**src/rtl/i2cm_pkg.sv**
```systemverilog
// Package for the I2C master with retry: phase codes, opcodes, status codes
// and register reset values. No dependencies.
`timescale 1ns / 1ps
package i2cm_pkg;
  localparam int MAX_LEN_DEF = 16;

  localparam logic [1:0] OP_TICK  = 2'd0;
  localparam logic [1:0] OP_LOAD  = 2'd1;
  localparam logic [1:0] OP_START = 2'd2;

  localparam logic [1:0] ST_OK      = 2'd0;
  localparam logic [1:0] ST_FAILED  = 2'd1;
  localparam logic [1:0] ST_REFUSED = 2'd2;

  localparam logic [1:0] REG_DELAY   = 2'd0;
  localparam logic [1:0] REG_WAIT    = 2'd1;
  localparam logic [1:0] REG_RETRY   = 2'd2;
  localparam logic [1:0] REG_RECOVER = 2'd3;

  localparam logic [3:0] DELAY_RST   = 4'd5;
  localparam logic [9:0] WAIT_RST    = 10'd1000;
  localparam logic [3:0] RETRY_RST   = 4'd8;
  localparam logic [4:0] RECOVER_RST = 5'd16;

  typedef enum logic [4:0] {
    PH_IDLE, PH_CHK_SDA, PH_W_SDA_HI, PH_CHK_SCL, PH_W_SCL_HI, PH_ST_PAUSE,
    PH_W_BIT_SCL_LO, PH_W_BIT_SDA, PH_W_BIT_SCL_HI, PH_W_BYTE_SCL_LO,
    PH_CHK_ACK_SCL, PH_W_ACK_SCL_LO, PH_ACK_PAUSE, PH_W_ACK_SDA,
    PH_W_ACK_SCL_END, PH_RD_PAUSE0, PH_RD_BIT_PAUSE, PH_W_RD_SCL_HI,
    PH_RD_P1, PH_RD_P2, PH_RD_P3, PH_RD_P4, PH_CHK_STOP_SCL,
    PH_W_STOP_SCL_LO, PH_STOP_P1, PH_W_STOP_SCL_HI, PH_STOP_P2,
    PH_W_STOP_SDA_HI, PH_REC_P1, PH_REC_P2, PH_W_REC_SDA
  } phase_t;

  typedef struct packed {
    logic [3:0] delay_ticks;
    logic [9:0] wait_limit;
    logic [3:0] retry_limit;
    logic [4:0] recovery_pulses;
  } cfg_t;
endpackage

```
**src/rtl/i2cm_ram.sv**
```systemverilog
// Generic single-port-write, registered-read RAM.
// No dependencies.
`timescale 1ns / 1ps
module i2cm_ram #(
  parameter int WIDTH = 8,
  parameter int DEPTH = 16
) (
  input  logic                     clk,
  input  logic                     we,
  input  logic [$clog2(DEPTH)-1:0] waddr,
  input  logic [WIDTH-1:0]         wdata,
  input  logic [$clog2(DEPTH)-1:0] raddr,
  output logic [WIDTH-1:0]         rdata
);
  logic [WIDTH-1:0] mem [DEPTH];

  always_ff @(posedge clk) begin
    if (we) begin
      mem[waddr] <= wdata;
    end
    rdata <= mem[raddr];
  end
endmodule

```
**src/rtl/i2c_master_with_retry.sv**
```systemverilog
// Top level of the tick-stepped I2C master with retry and bus recovery.
// Depends on i2cm_pkg and i2cm_ram.
`timescale 1ns / 1ps
// Usage: each input word is a tick (line samples), a write-byte load or a
// start command; each accepted word yields exactly one result word with the
// SCL/SDA drive levels, an optional read byte, done/status and busy.
// Input words are registered, then processed by one combinational step into
// the result register, which drives out_valid; a new word is taken every
// cycle while the result side takes words. The write buffer is a small RAM
// with registered read; it reads the entry at the next byte position every
// cycle, so the byte to send is already on its read port when a send
// begins.
// When out_stall is high the result register holds and the input register
// fills; in_stall rises only while both are full.
// Reset: config and controller registers return to their defaults, the controller is idle with
// both lines released; the write buffer contents are undefined until loaded.
module i2c_master_with_retry #(
  parameter int MAX_LEN = i2cm_pkg::MAX_LEN_DEF
) (
  input  logic       clk,
  input  logic       rst_n,
  input  logic       cfg_we,
  input  logic [1:0] cfg_index,
  input  logic [9:0] cfg_data,
  input  logic       in_valid,
  output logic       in_stall,
  input  logic [1:0] in_opcode,
  input  logic       in_scl_in,
  input  logic       in_sda_in,
  input  logic [7:0] in_data_byte,
  input  logic [6:0] in_dev_addr,
  input  logic       in_read_not_write,
  input  logic [4:0] in_length,
  input  logic       in_keep_bus,
  output logic       out_valid,
  input  logic       out_stall,
  output logic       out_scl_drive,
  output logic       out_sda_drive,
  output logic [7:0] out_read_byte,
  output logic       out_read_valid,
  output logic [3:0] out_read_index,
  output logic       out_done_res,
  output logic [1:0] out_status,
  output logic       out_busy_res
);
  localparam int AW = (MAX_LEN > 1) ? $clog2(MAX_LEN) : 1;
  localparam int CW = $clog2(MAX_LEN + 1);
  localparam int LW = (CW > 5) ? CW : 5;
  localparam logic [LW-1:0] MAXL = LW'(MAX_LEN);

  i2cm_pkg::cfg_t cfg_r;
  always_ff @(posedge clk) begin
    if (!rst_n) begin
      cfg_r.delay_ticks     <= i2cm_pkg::DELAY_RST;
      cfg_r.wait_limit      <= i2cm_pkg::WAIT_RST;
      cfg_r.retry_limit     <= i2cm_pkg::RETRY_RST;
      cfg_r.recovery_pulses <= i2cm_pkg::RECOVER_RST;
    end else if (cfg_we) begin
      case (cfg_index)
        i2cm_pkg::REG_DELAY:   cfg_r.delay_ticks     <= cfg_data[3:0];
        i2cm_pkg::REG_WAIT:    cfg_r.wait_limit      <= cfg_data;
        i2cm_pkg::REG_RETRY:   cfg_r.retry_limit     <= cfg_data[3:0];
        i2cm_pkg::REG_RECOVER: cfg_r.recovery_pulses <= cfg_data[4:0];
        default: ;
      endcase
    end
  end

  // input register
  logic       iv_r;
  logic [1:0] op_r;
  logic       scl_r, sda_r, rnw_r, keep_r;
  logic [7:0] dbyte_r;
  logic [6:0] addr_r;
  logic [4:0] len_r;
  logic       ov_r;
  logic       adv;

  assign adv      = iv_r && (!ov_r || !out_stall);
  assign in_stall = iv_r && !adv;

  always_ff @(posedge clk) begin
    if (!rst_n) begin
      iv_r <= 1'b0;
    end else if (in_valid && !in_stall) begin
      iv_r <= 1'b1;
    end else if (adv) begin
      iv_r <= 1'b0;
    end
  end

  always_ff @(posedge clk) begin
    if (in_valid && !in_stall) begin
      op_r    <= in_opcode;
      scl_r   <= in_scl_in;
      sda_r   <= in_sda_in;
      dbyte_r <= in_data_byte;
      addr_r  <= in_dev_addr;
      rnw_r   <= in_read_not_write;
      len_r   <= in_length;
      keep_r  <= in_keep_bus;
    end
  end

  // controller state
  i2cm_pkg::phase_t phase_r, phase_nxt;
  logic [CW-1:0] load_r, load_nxt;
  logic [7:0]    shift_r, shift_nxt;
  logic [3:0]    bitc_r, bitc_nxt;
  logic [CW-1:0] pos_r, pos_nxt;
  logic [9:0]    waitc_r, waitc_nxt;
  logic [3:0]    pausec_r, pausec_nxt;
  logic [3:0]    att_r, att_nxt;
  logic [4:0]    pulse_r, pulse_nxt;
  logic [6:0]    caddr_r, caddr_nxt;
  logic          crd_r, crd_nxt, ckeep_r, ckeep_nxt;
  logic [LW-1:0] clen_r, clen_nxt;
  logic          dscl_r, dscl_nxt, dsda_r, dsda_nxt;
  logic          fail_r, fail_nxt;

  logic          r_done, r_valid;
  logic [1:0]    r_status;
  logic [7:0]    r_byte;
  logic [3:0]    r_index;

  // write buffer with prefetch of entry pos_nxt
  logic          ram_we;
  logic [7:0]    ram_rdata;
  logic [AW-1:0] ram_raddr;

  assign ram_we    = adv && op_r == i2cm_pkg::OP_LOAD && phase_r == i2cm_pkg::PH_IDLE
                     && load_r < CW'(MAX_LEN);
  assign ram_raddr = AW'(pos_nxt);

  i2cm_ram #(.WIDTH(8), .DEPTH(MAX_LEN)) u_wbuf (
    .clk   (clk),
    .we    (ram_we),
    .waddr (AW'(load_r)),
    .wdata (dbyte_r),
    .raddr (ram_raddr),
    .rdata (ram_rdata)
  );

  logic pause_done;
  logic [3:0] pause_inc;
  logic wait_act, wait_val, wait_smp;
  logic [1:0] wres;
  logic [9:0] waitc_inc;

  always_comb begin
    pause_inc  = pausec_r + 4'd1;
    pause_done = pause_inc >= cfg_r.delay_ticks;
    waitc_inc  = waitc_r + 10'd1;
  end

  // wait_step as a function of sample/value
  function automatic logic [1:0] wstep(input logic s, input logic v,
                                       input logic [3:0] pc, input logic [3:0] dt,
                                       input logic [9:0] wi, input logic [9:0] wl);
    logic [1:0] r;
    begin
      if (pc < dt) r = 2'd0;
      else if (s == v) r = 2'd1;
      else if (wi >= wl) r = 2'd2;
      else r = 2'd0;
      return r;
    end
  endfunction

  logic bitv;
  logic [LW-1:0] pos_ext, pos1;
  logic [3:0] att_inc;

  always_comb begin
    phase_nxt  = phase_r;
    load_nxt   = load_r;
    shift_nxt  = shift_r;
    bitc_nxt   = bitc_r;
    pos_nxt    = pos_r;
    waitc_nxt  = waitc_r;
    pausec_nxt = pausec_r;
    att_nxt    = att_r;
    pulse_nxt  = pulse_r;
    caddr_nxt  = caddr_r;
    crd_nxt    = crd_r;
    ckeep_nxt  = ckeep_r;
    clen_nxt   = clen_r;
    dscl_nxt   = dscl_r;
    dsda_nxt   = dsda_r;
    fail_nxt   = fail_r;
    r_done     = 1'b0;
    r_status   = i2cm_pkg::ST_OK;
    r_valid    = 1'b0;
    r_byte     = 8'd0;
    r_index    = 4'd0;
    bitv       = shift_r[7];
    pos_ext    = LW'(pos_r);
    pos1       = pos_ext + LW'(1);
    att_inc    = att_r + 4'd1;
    wait_act   = 1'b0;
    wait_val   = 1'b0;
    wait_smp   = 1'b0;
    wres       = 2'd0;

    // generic wait-step bookkeeping
    case (phase_r)
      i2cm_pkg::PH_W_SDA_HI, i2cm_pkg::PH_W_STOP_SDA_HI,
      i2cm_pkg::PH_W_REC_SDA: begin
        wait_act = 1'b1; wait_smp = sda_r; wait_val = 1'b1;
      end
      i2cm_pkg::PH_W_BIT_SDA: begin
        wait_act = 1'b1; wait_smp = sda_r; wait_val = bitv;
      end
      i2cm_pkg::PH_W_ACK_SDA: begin
        wait_act = 1'b1; wait_smp = sda_r; wait_val = 1'b0;
      end
      i2cm_pkg::PH_W_SCL_HI, i2cm_pkg::PH_W_BIT_SCL_HI, i2cm_pkg::PH_W_RD_SCL_HI,
      i2cm_pkg::PH_W_STOP_SCL_HI: begin
        wait_act = 1'b1; wait_smp = scl_r; wait_val = 1'b1;
      end
      i2cm_pkg::PH_W_BIT_SCL_LO, i2cm_pkg::PH_W_BYTE_SCL_LO, i2cm_pkg::PH_W_ACK_SCL_LO,
      i2cm_pkg::PH_W_ACK_SCL_END, i2cm_pkg::PH_W_STOP_SCL_LO: begin
        wait_act = 1'b1; wait_smp = scl_r; wait_val = 1'b0;
      end
      default: ;
    endcase

    if (adv) begin
      case (op_r)
        i2cm_pkg::OP_TICK: begin
          if (phase_r != i2cm_pkg::PH_IDLE) begin
            if (wait_act) begin
              wres = wstep(wait_smp, wait_val, pausec_r, cfg_r.delay_ticks,
                           waitc_inc, cfg_r.wait_limit);
              if (pausec_r < cfg_r.delay_ticks) pausec_nxt = pause_inc;
              else if (wait_smp != wait_val) waitc_nxt = waitc_inc;
            end else begin
              pausec_nxt = pause_inc;
            end

            case (phase_r)
              i2cm_pkg::PH_CHK_SDA: begin
                if (!sda_r) begin dsda_nxt = 1'b1; phase_nxt = i2cm_pkg::PH_W_SDA_HI; end
                else phase_nxt = i2cm_pkg::PH_CHK_SCL;
              end
              i2cm_pkg::PH_W_SDA_HI: begin
                if (wres == 2'd1) phase_nxt = i2cm_pkg::PH_CHK_SCL;
                else if (wres == 2'd2) begin
                  fail_nxt = 1'b1; phase_nxt = i2cm_pkg::PH_CHK_STOP_SCL;
                end
              end
              i2cm_pkg::PH_CHK_SCL: begin
                if (!scl_r) begin dscl_nxt = 1'b1; phase_nxt = i2cm_pkg::PH_W_SCL_HI; end
                else begin dsda_nxt = 1'b0; phase_nxt = i2cm_pkg::PH_ST_PAUSE; end
              end
              i2cm_pkg::PH_W_SCL_HI: begin
                if (wres == 2'd1) begin
                  dsda_nxt = 1'b0; phase_nxt = i2cm_pkg::PH_ST_PAUSE;
                end else if (wres == 2'd2) begin
                  fail_nxt = 1'b1; phase_nxt = i2cm_pkg::PH_CHK_STOP_SCL;
                end
              end
              i2cm_pkg::PH_ST_PAUSE: begin
                if (pause_done) begin
                  shift_nxt = {caddr_r, crd_r}; bitc_nxt = 4'd0; dscl_nxt = 1'b0;
                  phase_nxt = i2cm_pkg::PH_W_BIT_SCL_LO;
                end
              end
              i2cm_pkg::PH_W_BIT_SCL_LO: begin
                if (wres == 2'd1) begin
                  dsda_nxt = bitv; phase_nxt = i2cm_pkg::PH_W_BIT_SDA;
                end else if (wres == 2'd2) begin
                  fail_nxt = 1'b1; phase_nxt = i2cm_pkg::PH_CHK_STOP_SCL;
                end
              end
              i2cm_pkg::PH_W_BIT_SDA: begin
                if (wres == 2'd1) begin
                  dscl_nxt = 1'b1; phase_nxt = i2cm_pkg::PH_W_BIT_SCL_HI;
                end else if (wres == 2'd2) begin
                  fail_nxt = 1'b1; phase_nxt = i2cm_pkg::PH_CHK_STOP_SCL;
                end
              end
              i2cm_pkg::PH_W_BIT_SCL_HI: begin
                if (wres == 2'd1) begin
                  shift_nxt = {shift_r[6:0], 1'b0};
                  bitc_nxt  = bitc_r + 4'd1;
                  dscl_nxt  = 1'b0;
                  phase_nxt = (bitc_r + 4'd1 < 4'd8) ? i2cm_pkg::PH_W_BIT_SCL_LO
                                                     : i2cm_pkg::PH_W_BYTE_SCL_LO;
                end else if (wres == 2'd2) begin
                  fail_nxt = 1'b1; phase_nxt = i2cm_pkg::PH_CHK_STOP_SCL;
                end
              end
              i2cm_pkg::PH_W_BYTE_SCL_LO: begin
                if (wres == 2'd1) phase_nxt = i2cm_pkg::PH_CHK_ACK_SCL;
                else if (wres == 2'd2) begin
                  fail_nxt = 1'b1; phase_nxt = i2cm_pkg::PH_CHK_STOP_SCL;
                end
              end
              i2cm_pkg::PH_CHK_ACK_SCL: begin
                if (scl_r) begin dscl_nxt = 1'b0; phase_nxt = i2cm_pkg::PH_W_ACK_SCL_LO; end
                else begin dsda_nxt = 1'b1; phase_nxt = i2cm_pkg::PH_ACK_PAUSE; end
              end
              i2cm_pkg::PH_W_ACK_SCL_LO: begin
                if (wres == 2'd1) begin
                  dsda_nxt = 1'b1; phase_nxt = i2cm_pkg::PH_ACK_PAUSE;
                end else if (wres == 2'd2) begin
                  fail_nxt = 1'b1; phase_nxt = i2cm_pkg::PH_CHK_STOP_SCL;
                end
              end
              i2cm_pkg::PH_ACK_PAUSE: begin
                if (pause_done) begin dscl_nxt = 1'b1; phase_nxt = i2cm_pkg::PH_W_ACK_SDA; end
              end
              i2cm_pkg::PH_W_ACK_SDA: begin
                if (wres != 2'd0) begin
                  if (wres == 2'd2) fail_nxt = 1'b1;
                  dscl_nxt = 1'b0; phase_nxt = i2cm_pkg::PH_W_ACK_SCL_END;
                end
              end
              i2cm_pkg::PH_W_ACK_SCL_END: begin
                if (wres != 2'd0) begin
                  if (wres == 2'd2 || fail_r) begin
                    fail_nxt = 1'b1; phase_nxt = i2cm_pkg::PH_CHK_STOP_SCL;
                  end else if (crd_r) begin
                    if (clen_r != '0) begin
                      dsda_nxt = 1'b1; bitc_nxt = 4'd0; shift_nxt = 8'd0;
                      phase_nxt = i2cm_pkg::PH_RD_PAUSE0;
                    end else phase_nxt = i2cm_pkg::PH_CHK_STOP_SCL;
                  end else if (pos_ext < clen_r) begin
                    pos_nxt   = pos_r + CW'(1);
                    shift_nxt = ram_rdata; bitc_nxt = 4'd0; dscl_nxt = 1'b0;
                    phase_nxt = i2cm_pkg::PH_W_BIT_SCL_LO;
                  end else if (ckeep_r) begin
                    phase_nxt = i2cm_pkg::PH_IDLE; r_done = 1'b1;
                  end else phase_nxt = i2cm_pkg::PH_CHK_STOP_SCL;
                end
              end
              i2cm_pkg::PH_RD_PAUSE0: begin
                if (pause_done) begin dscl_nxt = 1'b0; phase_nxt = i2cm_pkg::PH_RD_BIT_PAUSE; end
              end
              i2cm_pkg::PH_RD_BIT_PAUSE: begin
                if (pause_done) begin dscl_nxt = 1'b1; phase_nxt = i2cm_pkg::PH_W_RD_SCL_HI; end
              end
              i2cm_pkg::PH_W_RD_SCL_HI: begin
                wres = wstep(scl_r, 1'b1, pausec_r, cfg_r.delay_ticks,
                             waitc_inc, cfg_r.wait_limit);
                if (pausec_r < cfg_r.delay_ticks) pausec_nxt = pause_inc;
                else if (!scl_r) waitc_nxt = waitc_inc;
                if (wres == 2'd1) begin
                  shift_nxt = {shift_r[6:0], sda_r};
                  bitc_nxt  = bitc_r + 4'd1;
                  dscl_nxt  = 1'b0;
                  phase_nxt = (bitc_r + 4'd1 < 4'd8) ? i2cm_pkg::PH_RD_BIT_PAUSE
                                                     : i2cm_pkg::PH_RD_P1;
                end else if (wres == 2'd2) begin
                  fail_nxt = 1'b1; phase_nxt = i2cm_pkg::PH_CHK_STOP_SCL;
                end
              end
              i2cm_pkg::PH_RD_P1: begin
                if (pause_done) begin
                  dsda_nxt = (pos1 == clen_r); phase_nxt = i2cm_pkg::PH_RD_P2;
                end
              end
              i2cm_pkg::PH_RD_P2: begin
                if (pause_done) begin dscl_nxt = 1'b1; phase_nxt = i2cm_pkg::PH_RD_P3; end
              end
              i2cm_pkg::PH_RD_P3: begin
                if (pause_done) begin dscl_nxt = 1'b0; phase_nxt = i2cm_pkg::PH_RD_P4; end
              end
              i2cm_pkg::PH_RD_P4: begin
                if (pause_done) begin
                  r_valid = 1'b1; r_byte = shift_r; r_index = 4'(pos_r);
                  pos_nxt = pos_r + CW'(1);
                  if (pos1 < clen_r) begin
                    dsda_nxt = 1'b1; bitc_nxt = 4'd0; shift_nxt = 8'd0;
                    phase_nxt = i2cm_pkg::PH_RD_PAUSE0;
                  end else phase_nxt = i2cm_pkg::PH_CHK_STOP_SCL;
                end
              end
              i2cm_pkg::PH_CHK_STOP_SCL: begin
                if (scl_r) begin dscl_nxt = 1'b0; phase_nxt = i2cm_pkg::PH_W_STOP_SCL_LO; end
                else begin dsda_nxt = 1'b0; phase_nxt = i2cm_pkg::PH_STOP_P1; end
              end
              i2cm_pkg::PH_W_STOP_SCL_LO: begin
                if (wres != 2'd0) begin dsda_nxt = 1'b0; phase_nxt = i2cm_pkg::PH_STOP_P1; end
              end
              i2cm_pkg::PH_STOP_P1: begin
                if (pause_done) begin dscl_nxt = 1'b1; phase_nxt = i2cm_pkg::PH_W_STOP_SCL_HI; end
              end
              i2cm_pkg::PH_STOP_P2: begin
                if (pause_done) begin dsda_nxt = 1'b1; phase_nxt = i2cm_pkg::PH_W_STOP_SDA_HI; end
              end
              i2cm_pkg::PH_W_STOP_SDA_HI: begin
                if (wres == 2'd2) begin
                  pulse_nxt = 5'd0; dscl_nxt = 1'b0; phase_nxt = i2cm_pkg::PH_REC_P1;
                end
              end
              i2cm_pkg::PH_REC_P1: begin
                if (pause_done) begin dscl_nxt = 1'b1; phase_nxt = i2cm_pkg::PH_REC_P2; end
              end
              i2cm_pkg::PH_REC_P2: begin
                if (pause_done) begin
                  dsda_nxt  = 1'b1;
                  pulse_nxt = pulse_r + 5'd1;
                  if (pulse_r + 5'd1 < cfg_r.recovery_pulses && pulse_r != 5'd31) begin
                    dscl_nxt = 1'b0; phase_nxt = i2cm_pkg::PH_REC_P1;
                  end else phase_nxt = i2cm_pkg::PH_W_REC_SDA;
                end
              end
              default: ;
            endcase

            // stop end: finish the attempt
            if ((phase_r == i2cm_pkg::PH_W_STOP_SCL_HI && wres == 2'd2)
                || (phase_r == i2cm_pkg::PH_W_STOP_SDA_HI && wres == 2'd1)
                || (phase_r == i2cm_pkg::PH_W_REC_SDA && wres != 2'd0)) begin
              if (!fail_r) begin
                phase_nxt = i2cm_pkg::PH_IDLE; r_done = 1'b1;
              end else begin
                att_nxt = att_inc;
                if (att_inc >= cfg_r.retry_limit || att_inc == 4'd0) begin
                  phase_nxt = i2cm_pkg::PH_IDLE; r_done = 1'b1;
                  r_status  = i2cm_pkg::ST_FAILED;
                end else begin
                  fail_nxt = 1'b0; pos_nxt = '0; phase_nxt = i2cm_pkg::PH_CHK_SDA;
                end
              end
            end else if (phase_r == i2cm_pkg::PH_W_STOP_SCL_HI && wres == 2'd1) begin
              phase_nxt = i2cm_pkg::PH_STOP_P2;
            end

            if (phase_nxt != phase_r) begin
              pausec_nxt = 4'd0; waitc_nxt = 10'd0;
            end else if (phase_r == i2cm_pkg::PH_REC_P2 && pause_done) begin
              pausec_nxt = 4'd0; waitc_nxt = 10'd0;
            end
          end
        end
        i2cm_pkg::OP_LOAD: begin
          if (phase_r != i2cm_pkg::PH_IDLE) r_status = i2cm_pkg::ST_REFUSED;
          else if (load_r < CW'(MAX_LEN)) load_nxt = load_r + CW'(1);
        end
        i2cm_pkg::OP_START: begin
          if (phase_r != i2cm_pkg::PH_IDLE) r_status = i2cm_pkg::ST_REFUSED;
          else begin
            caddr_nxt  = addr_r;
            crd_nxt    = rnw_r;
            ckeep_nxt  = keep_r;
            clen_nxt   = (LW'(len_r) > MAXL) ? MAXL : LW'(len_r);
            load_nxt   = '0;
            att_nxt    = 4'd0;
            fail_nxt   = 1'b0;
            pos_nxt    = '0;
            pausec_nxt = 4'd0;
            waitc_nxt  = 10'd0;
            phase_nxt  = i2cm_pkg::PH_CHK_SDA;
          end
        end
        default: ;
      endcase
    end
  end

  always_ff @(posedge clk) begin
    if (!rst_n) begin
      phase_r  <= i2cm_pkg::PH_IDLE;
      load_r   <= '0;
      shift_r  <= 8'd0;
      bitc_r   <= 4'd0;
      pos_r    <= '0;
      waitc_r  <= 10'd0;
      pausec_r <= 4'd0;
      att_r    <= 4'd0;
      pulse_r  <= 5'd0;
      caddr_r  <= 7'd0;
      crd_r    <= 1'b0;
      ckeep_r  <= 1'b0;
      clen_r   <= '0;
      dscl_r   <= 1'b1;
      dsda_r   <= 1'b1;
      fail_r   <= 1'b0;
    end else begin
      phase_r  <= phase_nxt;
      load_r   <= load_nxt;
      shift_r  <= shift_nxt;
      bitc_r   <= bitc_nxt;
      pos_r    <= pos_nxt;
      waitc_r  <= waitc_nxt;
      pausec_r <= pausec_nxt;
      att_r    <= att_nxt;
      pulse_r  <= pulse_nxt;
      caddr_r  <= caddr_nxt;
      crd_r    <= crd_nxt;
      ckeep_r  <= ckeep_nxt;
      clen_r   <= clen_nxt;
      dscl_r   <= dscl_nxt;
      dsda_r   <= dsda_nxt;
      fail_r   <= fail_nxt;
    end
  end

  // result register
  always_ff @(posedge clk) begin
    if (!rst_n) begin
      ov_r <= 1'b0;
    end else if (adv) begin
      ov_r <= 1'b1;
    end else if (!out_stall) begin
      ov_r <= 1'b0;
    end
  end

  always_ff @(posedge clk) begin
    if (adv) begin
      out_scl_drive  <= dscl_nxt;
      out_sda_drive  <= dsda_nxt;
      out_read_byte  <= r_byte;
      out_read_valid <= r_valid;
      out_read_index <= r_index;
      out_done_res   <= r_done;
      out_status     <= r_status;
      out_busy_res   <= phase_nxt != i2cm_pkg::PH_IDLE;
    end
  end

  assign out_valid = ov_r;

  a_idle_lines: assert property (@(posedge clk) disable iff (!rst_n)
    (out_valid && out_done_res && out_status == i2cm_pkg::ST_FAILED) |-> !out_busy_res)
    else $error("failed transfer left busy");
  a_stall_hold: assert property (@(posedge clk) disable iff (!rst_n)
    (iv_r && ov_r && out_stall) |=> iv_r)
    else $error("input word dropped under stall");
  a_pos_bound: assert property (@(posedge clk) disable iff (!rst_n)
    pos_r <= CW'(MAX_LEN))
    else $error("byte position past buffer");
  a_read_only_busy: assert property (@(posedge clk) disable iff (!rst_n)
    (out_valid && out_read_valid) |-> (out_status == i2cm_pkg::ST_OK))
    else $error("read byte with error status");
endmodule
```
**config.mk**
```make
export PLATFORM = sky130hd
export DESIGN_NAME = i2c_master_with_retry
export DESIGN_NICKNAME = d
export VERILOG_FILES = /design/src/rtl/i2cm_pkg.sv /design/src/rtl/i2cm_ram.sv /design/src/rtl/i2c_master_with_retry.sv
export SDC_FILE = /design/constraint.sdc
export NUM_CORES = 1
export LEC_CHECK = 0
export BUFFER_PORTS_ARGS = -buffer_cell sky130_fd_sc_hd__buf_4
export CORE_AREA = 2 2 172 174
export CTS_CLUSTER_SIZE = 30
export DETAILED_ROUTE_END_ITERATION = 12
export DIE_AREA = 0 0 174 176
export PLACE_DENSITY = 0.66
export SYNTH_ARGS = -nofsm -noshare
export SYNTH_HDL_FRONTEND = slang
export SYNTH_SLANG_ARGS = --single-unit
```
**constraint.sdc**
```tcl
create_clock -name clk -period 11.2 [get_ports clk]
set_clock_uncertainty 0.2 [all_clocks]
set_input_delay 2.24 -clock clk [delete_from_list [all_inputs] [get_ports clk]]
set_output_delay 2.24 -clock clk [all_outputs]
set_load 0.01 [all_outputs]
```
After elaboration in Yosys (flattened, before gate mapping)
Memories as Yosys holds them, arrays and structs flattened. A register that Yosys moved wholly into a read port is not among the register bits.
Index checks and enable logic that the tools add are counted.
Operators by class
  multiplexer cells: 213
  reductions and logical operators: 58
  $add $sub $neg: 7
  magnitude comparators: 10
  bitwise gates (word level): 1
  equal/unequal tests: 64
Operator list (count)
  5-bit 2-to-1 mux: 56
  5-bit one-hot mux with 28 select lines: 1
  10-bit 2-to-1 mux: 10
  4-bit 2-to-1 mux: 24
  8-bit 2-to-1 mux: 10
  5-bit == test (second input constant): 15
  1-bit 2-to-1 mux: 74
  5-bit one-hot mux with 2 select lines: 5
  5-bit by 4-bit == test with 1-bit output (second input constant): 8
  2-bit 2-to-1 mux: 20
  8-bit one-hot mux with 5 select lines: 1
  2-bit != test (second input constant): 14
  5-bit by 3-bit == test with 1-bit output (second input constant): 4
  10-bit one-hot mux with 2 select lines: 1
  4-bit one-hot mux with 5 select lines: 1
  5-bit nonzero test: 4
  4-bit one-hot mux with 2 select lines: 2
  5-bit by 1-bit adder with 5-bit output (second input constant): 3
  5-bit < comparator: 3
  14-bit OR reduction: 1
  7-bit OR reduction: 2
  13-bit AND reduction: 1
  4-bit by 1-bit adder with 4-bit output (second input constant): 3
  2-bit == test (second input constant): 6
  other kinds (40): 84
Storage, ports and cells
  bits in registers: 137
  bits of input ports: 43
  bits in writable memories: 128
  logic and storage cells: 393
  memories kept: 1
  output and inout port bits: 21
Memories
  u_wbuf.mem: words 16, width 8, rd ports 1, clocked after memory_dff 1, write ports 1, RTL line i2cm_ram.sv:15  | logic [WIDTH-1:0] mem [DEPTH];

Depth between registers and ports, before layout
Gate-level depths: netlist of the first run.
  word-level depth: 26
  gate-level depth with buffers: 20
  depth with buffers taken out: 18

By module
A second synthesis of the first run with hierarchy kept.
Second synthesis, totals
  cells, all modules: 1243
  area, all modules: 13759.4 um2
Modules (own cells, without submodules)
  i2c_master_with_retry: area each 8612.0 um2, seq. area each 3193.1 um2, cells an instance 1014, instances 1
  i2cm_ram: area each 5147.4 um2, seq. area each 4003.8 um2, cells an instance 229, instances 1

Least setup slack after synthesis of the first run
Ideal clock, no wire load.
  kind: input port to flip-flop
  from: input port out_stall
  to: register u_wbuf.rdata[6], read port of u_wbuf.mem
  setup time: 122 ps
  setup slack: 5210 ps
  data arrival time: 5669 ps
  data required time: 10878 ps
  stages on the path: 11
  path buffers: 4
  cell sequence: a21boi_1 nand2_1 or2_2 clkbuf_1 o41ai_2 buf_6 buf_6 buf_6 mux2i_1 a21oi_1 a221o_1
On the way
  longest elaborated chain between the ends: 4
Ends and longest elaborated chain
  start: declaration: RTL line i2c_master_with_retry.sv:36  | input logic out_stall,
  1-bit logical NOT
  1-bit logical OR: RTL line i2c_master_with_retry.sv:79  | assign adv = iv_r && (!ov_r || !out_stall);
  1-bit logical AND: RTL line i2c_master_with_retry.sv:79
  4-bit 2-to-1 mux: RTL line i2c_master_with_retry.sv:228  | if (adv) begin
  end: declaration: RTL line i2cm_ram.sv:13  | output logic [WIDTH-1:0] rdata
No other way between the ends.
A chain may end at the register's enable or synchronous reset.

Final worst setup path of the first run
  from: register phase_r[2]
  to: register u_wbuf.rdata[2], read port of u_wbuf.mem
On the way
  longest elaborated chain between the ends: 22
  elaborated cells on any way between the ends: 55
  those cells by class: 19 x eq/ne; 23 x mux; 13 x reduce/logical
Ends and longest elaborated chain
  start: declaration: RTL line i2c_master_with_retry.sv:106  | i2cm_pkg::phase_t phase_r, phase_nxt;
  start signal: assignment: RTL line i2c_master_with_retry.sv:466  | phase_r <= i2cm_pkg::PH_IDLE;
  start signal: assignment: RTL line i2c_master_with_retry.sv:483  | phase_r <= phase_nxt;
  parallel branches: the longest is 20 deep, another holds 9-bit OR reduction
  5-bit one-hot mux with 2 select lines (*): RTL line i2c_master_with_retry.sv:229  | case (op_r)
  4-bit 2-to-1 mux (*): RTL line i2c_master_with_retry.sv:228
Mark *: on every way between the ends. The select of a mux whose other input is x is not followed.

==> results.yml, run 1 <==
critical_path:
  r2r_slack_ns: 5.55
  endpoint_kind: "flip-flop"
  cp_num_buf_inv: 2
  cp_slowest_cell: "buf_4"
  crit_type: "reg2reg"
  timing.rr.end: "u_wbuf.rdata[2]$_DFF_P_"
  arrival_ns: 5.91
  cp_top_family: "compound AO/OA/AOI/OAI gates"
  start_kind: "flip-flop"
  path_cells: "buf_4, nor2b_1, nand2_1, a21oi_1, o41a_1, a31oi_1, o21a_4, and2_1, o41ai_4, buf_4, mux2_2, nor2_1, a21oi_1, a221o_1"
  worstReg2RegStart: "phase_r[2]$_SDFF_PN0_"
  critical_path_required_ns: 11.45
  slowest_delay_ns: 0.85
  cp_max_fo: 65
  r2r.worst_path.cells: 14
global_routing:
  grt_antenna_before_repair: 0
  grt_util_all_layers_pct: 23.38
  grt-ovfl-total: 0
  grt_max_degree: 82
  grt_pass1_wl_microns: 56720
  grt_pass1_vias: 9992
clock_network:
  htreeDepth: 1
  cts_setup_buffers: 0
  cts_buffers: 29
  cts_tree: "built"
  clock-sinks: 273
  cts_resized: 0
  cts_hold_buf: 0
  clockBufferDepth: 3
  root_buffer: "clkbuf_16"
  clkLatencyLatePin_ns: 0.57
  clkSlewWorstSetupHoldPaths_ns: 0.07
status:
  status: "finished, final reports clean"
detailed_routing:
  routed_wl_microns: 36160
  vias: 10456
  ant_nets: 0
  drc: 0
  first_pass_iters: 9
  routed_via_density: 5.989
  post_drt_wl_per_cell_microns: 20.71
  drt-initial-drc-count: 1135
logic_synthesis:
  synth_seq_cells: 273
  ys_async_sr_fraction_pct: 0
  syn-num-nets: 1403
  synth_ff_type: "edfxtp_1"
  yosys_warnings: 0
  synthesis.area_sq_um: 14130
  netlist_instances: 1309
  yosysSeqAreaShare_pct: 50.94
  yosysUniqueCellTypes: 100
  synth-edff-count: 173
  synth_top_area_share_pct: 36.77
  synth_top_area_cell: "edfxtp_1"
  syn_avg_cell_area_sq_um: 10.79
  synthTopCellsByArea: "edfxtp_1 (37%), dfxtp_1 (14%), ha_1 (4.5%)"
power:
  ir_drop_mv: 0.1336
  powerDensity_nw_per_um2: 134.6
  p_leak_uw: 0.005577
timing:
  fin_crit_sh_pct: 50.48
  fin_setup_tns_ns: 0
  max_clock_freq_ghz: 0.1769
  post-route-min-period_ns: 5.654
  grt_setup_unrepaired: "no"
  hold_viol: 0
  final_max_slew_viol_count: 0
  finalSetupViolCount: 0
  tightest_slew_ns: 1.023
  timing.slew.headroom_pct: 31.55
finish:
  fillCellCount: 2507
  nets: 1434
  final_common_cell: "edfxtp_1"
  num_antenna_cells: 0
  fin_cells: 1746
  most-common-layout-cells: "edfxtp_1 (173), nand2_1 (124), dfxtp_1 (100), a21oi_1 (80), nor2_1 (77)"
  drive_gt1_share_pct: 14.02
  syn_to_final_growth_pct: 11.35
worst_hold_path:
  min_path_cells: 2
  hp-class: "reg2reg"
  hp-start: "caddr_r[6]$_SDFFE_PN0P_"
  whs_endpoint: "caddr_r[6]$_SDFFE_PN0P_"
placed_design:
  dp.cells: 1693
  gp_congestion: 0.9889
  hpwl_microns: 24520
  placement.io_buffers: 63
floorplanning:
  die_w_microns: 174
  design.die.area_sq_um: 30620
  start_util_pct: 49.49
  core_sq_um: 28550
  die_h_microns: 176
  io_pins: 64
  rows: 62
run:
  cap_violations: 0
## cells in the mapped netlist, drive strengths merged (5+ instances only)
cell,number
a21boi,30
a21o,6
a21oi,80
a221o,8
a222oi,7
a22o,14
a22oi,9
a31oi,11
a32oi,7
and2,43
and3,8
buf,36
clkbuf,38
dfxtp,100
edfxtp,173
ha,51
inv,42
mux2,33
mux2i,63
nand2,124
nand2b,12
nand3,31
nand3b,6
nand4,6
nor2,79
nor2b,35
nor3,22
nor3b,7
o211a,9
o211ai,15
o21a,7
o21ai,71
o22ai,13
o31ai,11
o32a,5
or2,9
xnor2,11
xor2,9
## cell type report
class / count / area (sq um) / share of cell area [%]
sequential: 273 / 7197 / 45.75
clock inverter: 20 / 195.2 / 1.241
inverter: 43 / 161.4 / 1.026
multi-input combinational: 919 / 6400 / 40.69
tap: 384 / 480.5 / 3.054
timing repair buffer: 74 / 555.5 / 3.532
clock buffer: 33 / 740.7 / 4.709
## cells by family after synthesis
logic type               Yosys count  synth area share [%]
multiplexers                      96                 7.121
buffers and inverters            117                 3.968
AO/OA/AOI/OAI                    350                 17.86
AND/OR/NAND/NOR                  402                 14.35
flip-flops                       273                 50.94
adder cells (fa/ha/maj)           51                 4.517
XOR/XNOR                          20                 1.240
## flip-flops by register name, indices dropped and copies added, names as in the netlist, 4 cells and up
signal          count
u_wbuf.mem        128
cfg_r              23
waitc_r            10
dbyte_r             8
out_read_byte       8
shift_r             8
u_wbuf.rdata        8
addr_r              7
caddr_r             7
clen_r              5
len_r               5
load_r              5
phase_r             5
pos_ext             5
pulse_r             5
att_r               4
bitc_r              4
out_read_index      4
pausec_r            4
## worst register-to-register path, stage by stage, from the launching register on
cell	delay, ns
dfxtp_1	0.33
buf_4	0.37
nor2b_1	0.73
nand2_1	0.16
a21oi_1	0.26
o41a_1	0.51
a31oi_1	0.36
o21a_4	0.36
and2_1	0.19
o41ai_4	0.28
buf_4	0.85
mux2_2	0.43
nor2_1	0.08
a21oi_1	0.05
a221o_1	0.38
## where the power goes
| group | internal (uW) | switching [uW] | total, uW |
|---|---|---|---|
| clock network | 528 | 412 | 940 |
| registers | 1080 | 14.6 | 1100 |
| logic | 33.2 | 45.6 | 78.8 |
| total | 1650 | 473 | 2120 |
## through the flow
step	worst slack (ns)	hold slack [ns]	utilization [%]	power (uW)	instance area (sq um)
after global routing	5.237	0.2906	55.10	2185	15730
final	5.546	0.2675	55.10	2118	15730
after detailed placement	5.265	0.2617	51.82	1199	14790
after CTS	5.654	0.2714	55.10	2136	15730
after floorplan	5.210	0.2424	-	1160	14130
after global placement	5.335	0.2536	51.82	1198	14790
## worst max-delay path by stage
stage                                from                 endpoint  depth (start not counted)
global route        phase_r[2]$_SDFF_PN0_  u_wbuf.rdata[5]$_DFF_P_                         14
CTS                 phase_r[2]$_SDFF_PN0_  u_wbuf.rdata[2]$_DFF_P_                         14
floorplan                       out_stall  u_wbuf.rdata[6]$_DFF_P_                         11
detailed placement              out_stall  u_wbuf.rdata[5]$_DFF_P_                         12
finish              phase_r[2]$_SDFF_PN0_  u_wbuf.rdata[2]$_DFF_P_                         14
global placement                out_stall  u_wbuf.rdata[5]$_DFF_P_                         11
## per-layer routing
| metal | global-route usage [%] | part of all wire [%] | up-vias |
|---|---|---|---|
| met5 | 0 | 0 | - |
| met4 | 8.263 | 3.6 | 0 |
| met3 | 3.682 | 6.5 | 100 |
| met2 | 38.81 | 47 | 400 |
| met1 | 31.30 | 43 | 5006 |
| li1 | - | - | 4950 |
No activity file was read; power rests on OpenSTA's default activity.
==> run 2: changes to the inputs <==
==> constraint.sdc (replaced) <==
create_clock -name clk -period 5.7 [get_ports clk]
set_clock_uncertainty 0.2 [all_clocks]
set_input_delay 1.14 -clock clk [delete_from_list [all_inputs] [get_ports clk]]
set_output_delay 1.14 -clock clk [all_outputs]
set_load 0.01 [all_outputs]
==> run 2 against run 1 <==
Net effect: via count is 0.45% higher; cell count increased by 1.8%; clock power grew 110%; non-clock buffer count is 29 higher; combinational power increased by 100%; routed wire length grew 6.0%; first-iteration DRC count shrank 16%; worst setup slack worse by 4.8 ns; die area did not move; critical path type unchanged.
==> results.yml, run 2 (synthesized netlist as in run 1, its figures left out) <==
power:
  seqPwrFrac_pct: 50.1
  powerDensity_nw_per_um2: 268.2
  ir_drop_mv: 0.3363
  p_switching_uw: 910.2
  clkPwrFrac_pct: 46.2
  p_leak_uw: 0.005783
  p_int_uw: 3406
  sw_frac_of_total_pct: 21.09
  p_comb_share_pct: 3.7
clock_network:
  clkLatencyLatePin_ns: 0.58
  clock-sinks: 273
  clkSlewWorstSetupHoldPaths_ns: 0.06
  cts_resized: 0
  cts_tree: "built"
  root_buffer: "clkbuf_16"
  cts_setup_buffers: 0
  cts_buffers: 30
  htreeDepth: 1
  cts_hold_buf: 0
  clockBufferDepth: 3
detailed_routing:
  vias: 10503
  ant_nets: 0
  routed_wl_microns: 38320
  routed_via_density: 5.907
  post_drt_wl_per_cell_microns: 21.55
  drc: 0
  drt-initial-drc-count: 949
  first_pass_iters: 5
global_routing:
  grt_max_degree: 81
  grt_pass1_vias: 10302
  grt_pass1_wl_microns: 59600
  grt-ovfl-total: 0
  grt_antenna_before_repair: 1
  grt_util_all_layers_pct: 25.03
finish:
  drive_gt1_share_pct: 15.49
  num_antenna_cells: 0
  nets: 1464
  largest_reg_flops: 128
  syn_to_final_growth_pct: 13.92
  largest-register: "u_wbuf.mem"
  reg_top3: "u_wbuf.mem: 128 flops, cfg_r: 23 flops, waitc_r: 10 flops"
  most-common-layout-cells: "edfxtp_1 (173), nand2_1 (124), dfxtp_1 (100), buf_4 (99), a21oi_1 (80)"
  final_common_cell: "edfxtp_1"
timing:
  post-route-min-period_ns: 4.945
  final_max_slew_viol_count: 0
  tightest_slew_ns: 1.048
  max_clock_freq_ghz: 0.2022
  grt_setup_unrepaired: "no"
  timing.slew.headroom_pct: 29.61
  finalSetupViolCount: 0
  fin_crit_sh_pct: 86.76
  setup_ws_ns: 0.7548
  hold_viol: 0
  fin_setup_tns_ns: 0
floorplanning:
  rows: 62
  design.die.area_sq_um: 30620
  io_pins: 64
  start_util_pct: 49.49
  die_h_microns: 176
  core_sq_um: 28550
  die_w_microns: 174
critical_path:
  endpoint_kind: "flip-flop"
  cp_common_cell: "nor2_1"
  cp_num_buf_inv: 1
  cp_top_family: "compound AO/OA/AOI/OAI gates"
  start_kind: "flip-flop"
  arrival_ns: 5.21
  slowest_delay_ns: 0.46
  cp_max_fo: 33
  cp_slowest_cell: "o41ai_4"
  path_cells: "nand3_1, nor2_1, nand4_1, nor2_1, xor2_1, ha_1, nand4_1, nor2_1, o2bb2ai_1, nor2_1, a31oi_2, o21a_4, and2_1, o41ai_4, buf_12, mux2_2, nor2_1, a21oi_1, a221o_1"
  critical_path_required_ns: 5.96
  crit_type: "reg2reg"
placed_design:
  gp_congestion: 0.9740
  placement.io_buffers: 63
  hpwl_microns: 27030
  dp_slack_ns: 0.7642
worst_hold_path:
  hp-class: "reg2reg"
run:
  cap_violations: 0
status:
  status: "finished, final reports clean"
-- run 2: worst min-delay path, cell delays in order (launching register included) --
cell,delay (ns)
dfxtp_1,0.31
nand2_1,0.05
a21boi_0,0.06
-- run 2: final timing paths --
kind | start | endpoint | slack (ns) | cells past startpoint
worst max register to register | waitc_r[2]$_SDFFE_PN0P_ | u_wbuf.rdata[2]$_DFF_P_ | 0.75 | 19
worst max-delay path | waitc_r[2]$_SDFFE_PN0P_ | u_wbuf.rdata[2]$_DFF_P_ | 0.75 | 19
worst min register to register | caddr_r[6]$_SDFFE_PN0P_ | caddr_r[6]$_SDFFE_PN0P_ | 0.27 | 2
worst min-delay path | caddr_r[6]$_SDFFE_PN0P_ | caddr_r[6]$_SDFFE_PN0P_ | 0.27 | 2
-- run 2: stage by stage --
| stage | utilization [%] | std cells | power [uW] | hold WS (ns) | area [sq um] |
|---|---|---|---|---|---|
| after floorplan | - | 1309 | 2279 | 0.2424 | 14130 |
| after global placement | 52.76 | 1722 | 2361 | 0.2554 | 15060 |
| after detailed placement | 52.76 | 1722 | 2364 | 0.2604 | 15060 |
| after CTS | 56.38 | 1778 | 4359 | 0.2701 | 16090 |
| after global routing | 56.38 | 1778 | 4451 | 0.2885 | 16090 |
| final | 56.38 | 1778 | 4316 | 0.2669 | 16090 |
-- run 2: layout make-up --
type	count	area, sq um
fill	2539	12450
tap	384	480.5
clock inverter	13	192.7
clock buffer	43	839.6
timing repair buffer	103	823.3
inverter	43	161.4
multi-input combinational	919	6400
sequential	273	7197
-- run 2: routing by layer --
layer,global-route usage (%),up-vias,part of all wire [%]
met5,0,-,0.039
met1,32.83,5039,43
li1,-,5033,-
met3,3.553,104,5.3
met2,42.02,325,47
met4,10.12,2,4.4
-- run 2: power groups by stage --
stage	Combinational, uW	Clock, uW	Sequential, uW
final	160	1990	2160
after global routing	176	2110	2160
after CTS	162	2040	2160
after detailed placement	161	0	2200
after global placement	159	0	2200
after floorplan	86.6	0	2190
